--- src/hw/rtl/epd_pkg.sv ---
// ----------------------------------------------------------------------------
// epd_pkg
// Shared types, constants and controller commands of the position loop core.
// ----------------------------------------------------------------------------
package epd_pkg;

   localparam int VEL_TAPS   = 5;
   localparam int COUNT_BITS = 16;
   localparam int SUM_BITS   = 32 + $clog2(VEL_TAPS + 1);

   // window average: long division by VEL_TAPS, one 16-bit digit per step,
   // each digit found by a reciprocal multiply
   localparam int AVG_CHUNK  = 16;
   localparam int AVG_STEPS  = (SUM_BITS + AVG_CHUNK - 1) / AVG_CHUNK;
   localparam int AVG_BITS   = AVG_STEPS * AVG_CHUNK;
   localparam int AREM_BITS  = $clog2(VEL_TAPS);
   localparam int ADIV_BITS  = AREM_BITS + AVG_CHUNK;
   localparam int AVG_SHIFT  = 25;
   localparam int APROD_BITS = ADIV_BITS + AVG_SHIFT;
   localparam int AVG_RECIP  = (2 ** AVG_SHIFT + VEL_TAPS - 1) / VEL_TAPS;

   localparam logic [15:0] DUTY_MAX  = 16'hFFFF;
   localparam logic [9:0]  MS_PER_S  = 10'd1000;

   localparam logic [2:0] OP_TICK  = 3'd0;
   localparam logic [2:0] OP_GOTO  = 3'd1;
   localparam logic [2:0] OP_SET   = 3'd2;
   localparam logic [2:0] OP_OFF   = 3'd3;
   localparam logic [2:0] OP_BRAKE = 3'd4;

   localparam logic [1:0] DIR_COAST = 2'd0;
   localparam logic [1:0] DIR_BRAKE = 2'd1;
   localparam logic [1:0] DIR_FWD   = 2'd2;
   localparam logic [1:0] DIR_BACK  = 2'd3;

   localparam logic [1:0] CSR_KP    = 2'd0;
   localparam logic [1:0] CSR_KD    = 2'd1;
   localparam logic [1:0] CSR_SCALE = 2'd2;
   localparam logic [1:0] CSR_MAXST = 2'd3;

   typedef struct packed {
      logic [2:0]         op;
      logic [15:0]        enc_count;
      logic [9:0]         elapsed_ms;
      logic signed [19:0] cmd_value;
   } req_type;

   typedef struct packed {
      logic [1:0]         drive_dir;
      logic [15:0]        duty;
      logic signed [31:0] position;
      logic signed [31:0] velocity;
   } rsp_type;

   // controller -> datapath commands (one-hot pulses)
   typedef struct packed {
      logic load;     // latch request
      logic mul_v;    // scale*step into dpos, latch elapsed ms
      logic div_start;
      logic div_step;
      logic vel_upd;  // window/sum update, start averaging divide
      logic avg_step;
      logic err;      // form e, de
      logic mul_p;    // kp*e
      logic mul_d;    // kd*de
      logic drive;    // form drive and result
      logic misc;     // goto/set/off/brake/unknown result
   } cmd_type;

   typedef struct packed {
      logic is_tick;
   } sts_type;

   function automatic logic signed [31:0] sat32(input logic signed [63:0] v);
      if (v > 64'sd2147483647) return 32'sh7FFFFFFF;
      if (v < -64'sd2147483648) return 32'sh80000000;
      return v[31:0];
   endfunction

endpackage

--- src/hw/rtl/epd_control.sv ---
// ----------------------------------------------------------------------------
// epd_control
// Sequencer that steps the datapath through one request.
// ----------------------------------------------------------------------------
module epd_control (
   input  logic             clock,
   input  logic             reset,
   input  logic             req_valid,
   output logic             req_ready,
   output logic             rsp_valid,
   input  logic             rsp_ready,
   input  epd_pkg::sts_type sts,
   output epd_pkg::cmd_type cmd
);
   import epd_pkg::*;

   localparam logic [3:0] S_IDLE = 4'd0, S_DISP = 4'd1, S_MULV = 4'd2,
      S_DIVS = 4'd3, S_DIV = 4'd4, S_VEL = 4'd5, S_AVG = 4'd6, S_ERR = 4'd7,
      S_MULP = 4'd8, S_MULD = 4'd9, S_DRV = 4'd10;
   localparam logic [5:0] DIV_LAST = 6'd42;
   localparam logic [5:0] AVG_LAST = 6'(AVG_STEPS - 1);

   logic [3:0] state_ff, state_in;
   logic [5:0] cnt_ff, cnt_in;
   logic       rv_ff, rv_in;

   assign req_ready = (state_ff == S_IDLE) && (!rv_ff || rsp_ready);
   assign rsp_valid = rv_ff;

   always_comb begin
      state_in = state_ff;
      cnt_in   = cnt_ff;
      rv_in    = rv_ff && !rsp_ready;
      cmd      = '0;
      case (state_ff)
         S_IDLE: if (req_valid && req_ready) begin
            cmd.load = 1'b1; state_in = S_DISP;
         end
         S_DISP: if (sts.is_tick) state_in = S_MULV;
                 else begin cmd.misc = 1'b1; rv_in = 1'b1; state_in = S_IDLE; end
         S_MULV: begin cmd.mul_v = 1'b1; state_in = S_DIVS; end
         S_DIVS: begin cmd.div_start = 1'b1; cnt_in = '0; state_in = S_DIV; end
         S_DIV: begin
            cmd.div_step = 1'b1; cnt_in = cnt_ff + 6'd1;
            if (cnt_ff == DIV_LAST) state_in = S_VEL;
         end
         S_VEL: begin cmd.vel_upd = 1'b1; cnt_in = '0; state_in = S_AVG; end
         S_AVG: begin
            cmd.avg_step = 1'b1; cnt_in = cnt_ff + 6'd1;
            if (cnt_ff == AVG_LAST) state_in = S_ERR;
         end
         S_ERR:  begin cmd.err = 1'b1; state_in = S_MULP; end
         S_MULP: begin cmd.mul_p = 1'b1; state_in = S_MULD; end
         S_MULD: begin cmd.mul_d = 1'b1; state_in = S_DRV; end
         S_DRV:  begin cmd.drive = 1'b1; rv_in = 1'b1; state_in = S_IDLE; end
         default: state_in = S_IDLE;
      endcase
   end

   always_ff @(posedge clock) begin
      if (reset) begin
         state_ff <= S_IDLE; cnt_ff <= '0; rv_ff <= 1'b0;
      end else begin
         state_ff <= state_in; cnt_ff <= cnt_in; rv_ff <= rv_in;
      end
   end

endmodule

--- config.mk ---
export PLATFORM = sky130hd
export DESIGN_NAME = epd_control
export DESIGN_NICKNAME = d
export VERILOG_FILES = /design/src/hw/rtl/epd_pkg.sv /design/src/hw/rtl/epd_control.sv
export SDC_FILE = /design/constraint.sdc
export NUM_CORES = 1
export LEC_CHECK = 0
export ABC_CLOCK_PERIOD_IN_PS = 2000
export BUFFER_PORTS_ARGS = -buffer_cell sky130_fd_sc_hd__buf_2
export CAP_MARGIN = 10
export CORE_MARGIN = 5
export CORE_UTILIZATION = 49
export DETAILED_ROUTE_END_ITERATION = 10
export PLACE_DENSITY = 0.84
export SKIP_CTS_REPAIR_TIMING = 1
export SYNTH_ARGS = -nofsm -noshare
export SYNTH_HDL_FRONTEND = slang
export SYNTH_SLANG_ARGS = --single-unit
export TNS_END_PERCENT = 5
--- constraint.sdc ---
create_clock -name clock -period 2 [get_ports clock]
set_input_delay 0 -clock clock [delete_from_list [all_inputs] [get_ports clock]]
set_output_delay 0 -clock clock [all_outputs]
set_load 0.1 [all_outputs]
Word-level counts from Yosys, hierarchy flattened
Index checks and enable logic that the tools add are counted.

Memories: 0. Bits in registers: 11. Memory bits (writable): 0. ROM bits: 0. Bits in latches: 0. Word-level logic and storage cells: 51. Input port bits: 5.

Shift operators: 0. $add $sub $neg: 1. Equal/unequal tests: 15. Order comparisons: 0. Multiply operators: 0. Reduce and logical (&&, ||, !) cells: 11. Bitwise logic cells: 0. Div/mod/pow operators: 0. Mux-type cells: 21.

Operators with widths (number): $pmux W4 S10 (1); $eq A4 B3 Y1 const B (4); $mux W1 (14); $eq A4 B4 Y1 const B (3); $mux W4 (3); $pmux W6 S2 (1); $eq A4 B2 Y1 const B (2); $add A6 B1 Y6 const B (1); $eq A6 B2 Y1 const B (1); $eq A6 B6 Y1 const B (1); $eq A4 B1 Y1 const B (1); $logic_not A4 Y1 (1); $ne A2 B2 Y1 const B (2); $reduce_or A2 Y1 (2); $logic_and A1 B1 Y1 (3); $reduce_and A3 Y1 (1); $logic_not A1 Y1 (2); $mux W2 (1); $ne A2 B1 Y1 const B (1); $pmux W1 S2 (1); $reduce_bool A2 Y1 (1); $logic_or A1 B1 Y1 (1).

Depth between registers and ports, before layout
Gate-level depths: netlist (run 1).

Depth after elaboration: 6. Gate-level depth with buffers: 5. Gate-level depth less buffers: 5.

Least setup slack after synthesis (run 1)
Ideal clock, no wire load.

Kind: flip-flop to flip-flop. Start point: reg state_ff[1]. End point: reg rv_ff (netlist: rsp_valid). Path buffers: 1. Arrival: 3751 ps. Path slack: -1831 ps. Stages on the path, launching flop included: 6. Cells stage by stage: dfxtp_1 -> buf_2 -> nand2b_1 -> nor4_1 -> a211oi_1 -> nor2_1.

Longest elaborated chain between the ends: 2. Elaborated cells on any way between the ends: 3.

RTL lines: start, declared (line epd_control.sv:23) `logic [3:0] state_ff, state_in;`; start signal, assigned (line epd_control.sv:64) `state_ff <= state_in; cnt_ff <= cnt_in; rv_ff <= rv_in;`; $eq A4 B4 Y1 / $eq A4 B1 Y1 (equally long branches) (line epd_control.sv:35) `case (state_ff)`; $pmux W1 S2 (*) (line epd_control.sv:35); end signal, assigned (line epd_control.sv:64); end, declared (line epd_control.sv:25) `logic rv_ff, rv_in;`.

Mark *: on every way between the ends. The rest lies on a longest branch, timed or not. A chain may end at the register's enable or synchronous reset.

Worst setup path in the final report (run 1)
Start point: reg state_ff[3]. End point: out req_ready.

Longest elaborated chain between the ends: 2.

RTL lines: $logic_not A4 Y1 (line epd_control.sv:27) `assign req_ready = (state_ff == S_IDLE) && (!rv_ff || rsp_ready);`; $logic_and A1 B1 Y1 (line epd_control.sv:27); end, declared (line epd_control.sv:9) `output logic req_ready,`.

No other way between the ends.

==> results of run 1 <==
-- area by class of cell --
class	count	area, um2
fill	118	513
multi-input combinational	69	418
timing repair buffer	17	90.1
clock buffer	4	26.3
sequential	11	220
tap	15	18.8
inverter	4	15.0
-- synth_stat cells --
master / number
sky130_fd_sc_hd__nor2_1: 18
sky130_fd_sc_hd__dfxtp_1: 11
sky130_fd_sc_hd__nor3_1: 6
sky130_fd_sc_hd__a211oi_1: 5
sky130_fd_sc_hd__a21oi_1: 5
sky130_fd_sc_hd__nand2_1: 5
sky130_fd_sc_hd__inv_1: 4
sky130_fd_sc_hd__nand2b_1: 4
sky130_fd_sc_hd__buf_2: 3
sky130_fd_sc_hd__nand3_1: 3
sky130_fd_sc_hd__xnor2_1: 3
sky130_fd_sc_hd__ha_1: 2
sky130_fd_sc_hd__nor4_1: 2
sky130_fd_sc_hd__o21ai_0: 2
sky130_fd_sc_hd__a21bo_2: 1
sky130_fd_sc_hd__a21o_2: 1
sky130_fd_sc_hd__a31oi_1: 1
sky130_fd_sc_hd__and3_1: 1
sky130_fd_sc_hd__buf_4: 1
sky130_fd_sc_hd__buf_6: 1
sky130_fd_sc_hd__nand3b_1: 1
sky130_fd_sc_hd__o21ba_2: 1
sky130_fd_sc_hd__o22a_1: 1
sky130_fd_sc_hd__o22ai_1: 1
sky130_fd_sc_hd__or2_2: 1
sky130_fd_sc_hd__or2b_1: 1
sky130_fd_sc_hd__or3b_4: 1
sky130_fd_sc_hd__or4_1: 1
sky130_fd_sc_hd__or4_2: 1
sky130_fd_sc_hd__xor2_1: 1
-- final timing paths --
| path | from | to | slack (ns) | cells past startpoint |
|---|---|---|---|---|
| worst max register to register | state_ff[2] | cnt_ff[5] | 0.33 | 3 |
| worst max-delay path | state_ff[3] | req_ready | 0.14 | 3 |
| worst min register to register | cnt_ff[5] | cnt_ff[5] | 0.52 | 2 |
| worst min-delay path | reset | cnt_ff[5] | 0.007 | 2 |
-- sequential cells by signal, summed over array words and instances (netlist names) --
| name | flops |
|---|---|
| cnt_ff | 6 |
| state_ff | 4 |
| rsp_valid | 1 |
-- cell families (layout without fill, tap and decap cells) --
kind of cell / after synthesis / after routing
buf+inv: 9 / 25
xor+xnor: 4 / 4
flops: 11 / 11
fa+ha+maj: 2 / 2
simple gates: 45 / 45
compound gates: 18 / 18
-- metrics by stage --
stage                     instances  instance area [um2]
after floorplan                  89                  687
after detailed placement        116                  757
final                           120                  788
after global routing            120                  788
after CTS                       120                  783
after global placement          116                  757
-- worst max-delay path, cell delays in order (launching register included) --
cell and delay, ns:
sky130_fd_sc_hd__dfxtp_1 0.41, sky130_fd_sc_hd__or4_2 0.73, sky130_fd_sc_hd__a21oi_1 0.14, sky130_fd_sc_hd__clkbuf_4 0.34
-- power by group through the flow --
stage	clock network [uW]	registers (uW)	logic, uW
2_1_floorplan	0	241	126
4_1_cts	152	239	144
5_1_grt	161	241	154
3_3_place_gp	0	243	142
6_report	148	239	146
3_5_place_dp	0	244	143
-- layer usage --
| layer | up-vias | track usage [%] | routed length (um) |
|---|---|---|---|
| li1 | 343 | - | - |
| met1 | 306 | 20.6 | 685 |
| met2 | 15 | 23.8 | 668 |
| met3 | 0 | 2.30 | 91 |
| met4 | 0 | 4.97 | 0 |
| met5 | - | 0 | 0 |
==> flow_metrics.tcl, run 1 <==
set metrics [dict create \
    synth_top_area_share_pct 32.6 \
    dp_hpwl_mm 1.13 \
    gpl.final_weighted_congestion 0.781 \
    final_util_pct 60.6 \
    synth-xor-area-share_pct 5.19 \
    worst_setup_path_end_kind "primary output" \
    synthesis.nets 96 \
    postSynthCellCount 89 \
    status "complete, no violations" \
    setup_total_negative_slack_ns 0 \
    cts_root_buffer "sky130_fd_sc_hd__clkbuf_4" \
    cts.sink_count 11 \
    numCtsBuffers 3 \
    finClkSkew_ns 0.0138 \
    crit_path_start_kind "register" \
    starting_density_of_the_core_pct 51.9 \
    total_gr_overflow 0 \
    pin_count 18 \
    clk_transition_reported_paths_ns 0.08 \
    final_critical_path_setup_slack_ns 0.135 \
    maxClockFrequency_ghz 0.536 \
    main_combinational_cell_family_by_area_after_synthesis "simple AND/OR/NAND/NOR gates" \
    via_count 664 \
    drc 0 \
    route.final.wire_length_mm 1.45 \
    maxCapViolations 0 \
    vias_per_cell 5.53 \
    clock_tree.htree_level_count 1 \
    syn-mean-instance-area_um2 7.59 \
    drt_pre_antenna_iters 4 \
    grt_util_all_layers_pct 15.0 \
    core.rowCount 13 \
    drive_gt1_share_pct 26.7 \
    synth.yosys.seq_area_share_pct 32.6 \
    final_common_cell "sky130_fd_sc_hd__nor2_1" \
    number_of_setup_violations_in_the_final_report 0 \
    detailedPlace.worstSlack_ns 0.315 \
    netlist.top_cell.by_area "sky130_fd_sc_hd__dfxtp_1" \
    maxSlewViolCount 0 \
    timing.slew.headroom_pct 67.7 \
    most-common-layout-cells "18 x sky130_fd_sc_hd__nor2_1, 15 x sky130_fd_sc_hd__buf_2, 11 x sky130_fd_sc_hd__dfxtp_1" \
    postRouteAntennaNets 0 \
    worst_ep_required_time_ns 2.00 \
    intPower_uw 334 \
    synth_simple_gate_area_share_pct 33.1 \
    setup.worst_path.class "register to primary output" \
    grt_antenna_before_repair 0 \
    synthesis.area_um2 676 \
    period_needed_ns 1.86 \
    placeableCoreArea_um2 1300 \
    power.density_cell_area_nw_per_um2 676 \
    detail_route.iter0.violations 7 \
    seq_power_share_pct 44.8 \
    power.switching_uw 199 \
    power.static_leakage_uw 0.000326 \
    peakVddDrop_v 0.000328 \
    dieHeight_um 47.1 \
    timing.critical_path.arrival_ns 1.86 \
    die_area_um2 2220 \
    flow.area_growth_from_synthesis_pct 16.7 \
    cts_tree "yes" \
    num-nets-final 113 \
    netlist-cell-type-count 30 \
    critical_path.max_fanout 11 \
    power.share.combinational_pct 27.4 \
    flip_flop_and_latch_count_after_synthesis 11 \
    antenna-diode-count 0 \
    hold_class "input port to register" \
    unrepaired_setup_endpoints_after_global_routing "false" \
    swShare_pct 37.4 \
    grt_pass1_vias 570 \
    synth-compound-area-share_pct 18.1 \
    routedWlPerCell_um 12.0 \
    hold_violations 0 \
    synth_warnings 0 \
    skew_pair_late_insertion_delay_ns 0.27 \
    post-layout-total-power_uw 533 \
    ctsLongestPathBuffers 2 \
    muxShareOfSynthArea_pct 0 \
    finalHoldWorstSlack_ns 0.00657 \
    arithmetic_cell_share_of_the_synthesized_area_counting_full_adders_half_adders_and_majority_gates_pct 3.70 \
    synthTopCellsByArea "sky130_fd_sc_hd__dfxtp_1 33%, sky130_fd_sc_hd__nor2_1 10%, sky130_fd_sc_hd__a211oi_1 5.6%" \
    share_clk_of_total_power_pct 27.8 \
    io_port_bufs 17 \
    die_w_um 47.1 \
    grt_first_pass_wirelength_mm 2.39 \
    grt_max_degree 14 \
    worstMarginPinSlew_ns 0.488 \
    final.period_utilization_pct 93.2 \
]
(Power assumes the default switching activity.)
==> run 2: changes to the inputs <==
- ABC_CLOCK_PERIOD_IN_PS: 2000 -> 2300
- CORE_AREA: unset -> 5 5 42 44
- CORE_MARGIN: 5 -> unset
- CORE_UTILIZATION: 49 -> unset
- DIE_AREA: unset -> 0 0 47 49
- PLACE_DENSITY: 0.84 -> 0.86
- clock period: 2 -> 2.3 ns (I/O delays scaled with it)
==> flow_metrics.tcl, run 2 (same netlist as run 1, synthesis figures left out) <==
set metrics [dict create \
    status "complete, no violations" \
    hold_violations 0 \
    maxSlewViolCount 0 \
    largest_register_ff_count 6 \
    via_count 664 \
    period_needed_ns 2.00 \
    placeableCoreArea_um2 1400 \
    flow.area_growth_from_synthesis_pct 16.1 \
    most-common-layout-cells "18 x sky130_fd_sc_hd__nor2_1, 17 x sky130_fd_sc_hd__buf_2, 11 x sky130_fd_sc_hd__dfxtp_1" \
    drc 0 \
    detail_route.iter0.violations 9 \
    clock_tree.htree_level_count 1 \
    routed-wl-met2_um 716 \
    final_cell_area_um2 785 \
    worst_ep_required_time_ns 2.30 \
    dr_wl_met3_um 151 \
    final_common_cell "sky130_fd_sc_hd__nor2_1" \
    grt_max_degree 14 \
    highest_layer "met4" \
    largest-register "cnt_ff" \
    worst_setup_path_end_kind "primary output" \
    cts.sink_count 11 \
    grt_antenna_before_repair 0 \
    peakVddDrop_v 0.000382 \
    cts_tree "yes" \
    post-layout-total-power_uw 467 \
    dieHeight_um 49 \
    grt_first_pass_wirelength_mm 2.58 \
    dp_hpwl_mm 1.13 \
    final.period_utilization_pct 87.0 \
    vias_per_cell 5.49 \
    core.rowCount 14 \
    die_area_um2 2300 \
    gpl.final_weighted_congestion 0.796 \
    pin_count 18 \
    detail_route.wirelength.met1_um 596 \
    antenna-diode-count 0 \
    final_util_pct 56.0 \
    finClkSkew_ns 0.00570 \
    skew_pair_late_insertion_delay_ns 0.27 \
    maxCapViolations 0 \
    power.static_leakage_uw 0.000325 \
    unrepaired_setup_endpoints_after_global_routing "false" \
    numCtsBuffers 3 \
    timing.slew.headroom_pct 67.4 \
    grt_pass1_vias 619 \
    io_port_bufs 17 \
    timing.critical_path.arrival_ns 2.00 \
    maxClockFrequency_ghz 0.499 \
    cts_root_buffer "sky130_fd_sc_hd__clkbuf_4" \
    starting_density_of_the_core_pct 48.2 \
    drive_gt1_share_pct 26.7 \
    crit_path_start_kind "register" \
    ctsLongestPathBuffers 2 \
    postRouteAntennaNets 0 \
    postPlaceCellArea_um2 758 \
    critical_path.max_fanout 11 \
    route.final.wire_length_mm 1.49 \
    grt_util_all_layers_pct 15.4 \
    num-nets-final 113 \
    worstMarginPinSlew_ns 0.493 \
    setup.worst_path.class "register to primary output" \
    routedWlPerCell_um 12.3 \
    clk_transition_reported_paths_ns 0.07 \
    power.density_cell_area_nw_per_um2 595 \
    drt_pre_antenna_iters 4 \
    total_gr_overflow 0 \
    die_w_um 47 \
    number_of_setup_violations_in_the_final_report 0 \
    hold_class "input port to register" \
    finalHoldWorstSlack_ns 0.0187 \
]
[run 2: changes by cell type in the layout (fill, tap and decap cells not counted)]
cell	before	now
sky130_fd_sc_hd__buf_2	15	17
sky130_fd_sc_hd__clkbuf_4	5	3
[run 2: final timing paths]
kind | depth (start not counted) | slack (ns) | end | startpoint
max | 3 | 0.30 | req_ready | state_ff[3]
min | 2 | 0.02 | cnt_ff[5] | reset
min reg2reg | 2 | 0.52 | cnt_ff[5] | cnt_ff[5]
max reg2reg | 3 | 0.61 | cnt_ff[5] | state_ff[2]
[run 2: area by class of cell]
class / count / area, um2
fillers: 130 / 617
multi-input cells: 69 / 418
flip-flops and latches: 11 / 220
repair buffers: 17 / 85.1
clock buffers: 4 / 26.3
well taps: 16 / 20.0
inverters: 4 / 15.0
[run 2: routing by layer]
| metal | GRT usage, % | up-vias |
|---|---|---|
| li1 | - | 340 |
| met1 | 18.0 | 298 |
| met2 | 24.0 | 22 |
| met3 | 7.01 | 4 |
| met4 | 5.53 | 0 |
| met5 | 0 | - |
[run 2: power breakdown]
group	total (uW)	internal (uW)	switching (uW)
clock	134	67.2	67.1
sequential	208	195	12.2
combinational	125	25.3	99.4
[run 2: metrics by stage]
stage          cells  setup TNS [ns]  worst slack (ns)
2_1_floorplan     89           -1.39            -0.372
5_1_grt          121               0             0.187
3_5_place_dp     117               0             0.606
6_report         121               0             0.298
4_1_cts          121               0             0.287
3_3_place_gp     117               0             0.638
[run 2: critical path, cell delays in order, from the launching register on]
cell and delay (ns):
sky130_fd_sc_hd__dfxtp_1 0.41, sky130_fd_sc_hd__or4_2 0.74, sky130_fd_sc_hd__a21oi_1 0.13, sky130_fd_sc_hd__buf_2 0.43
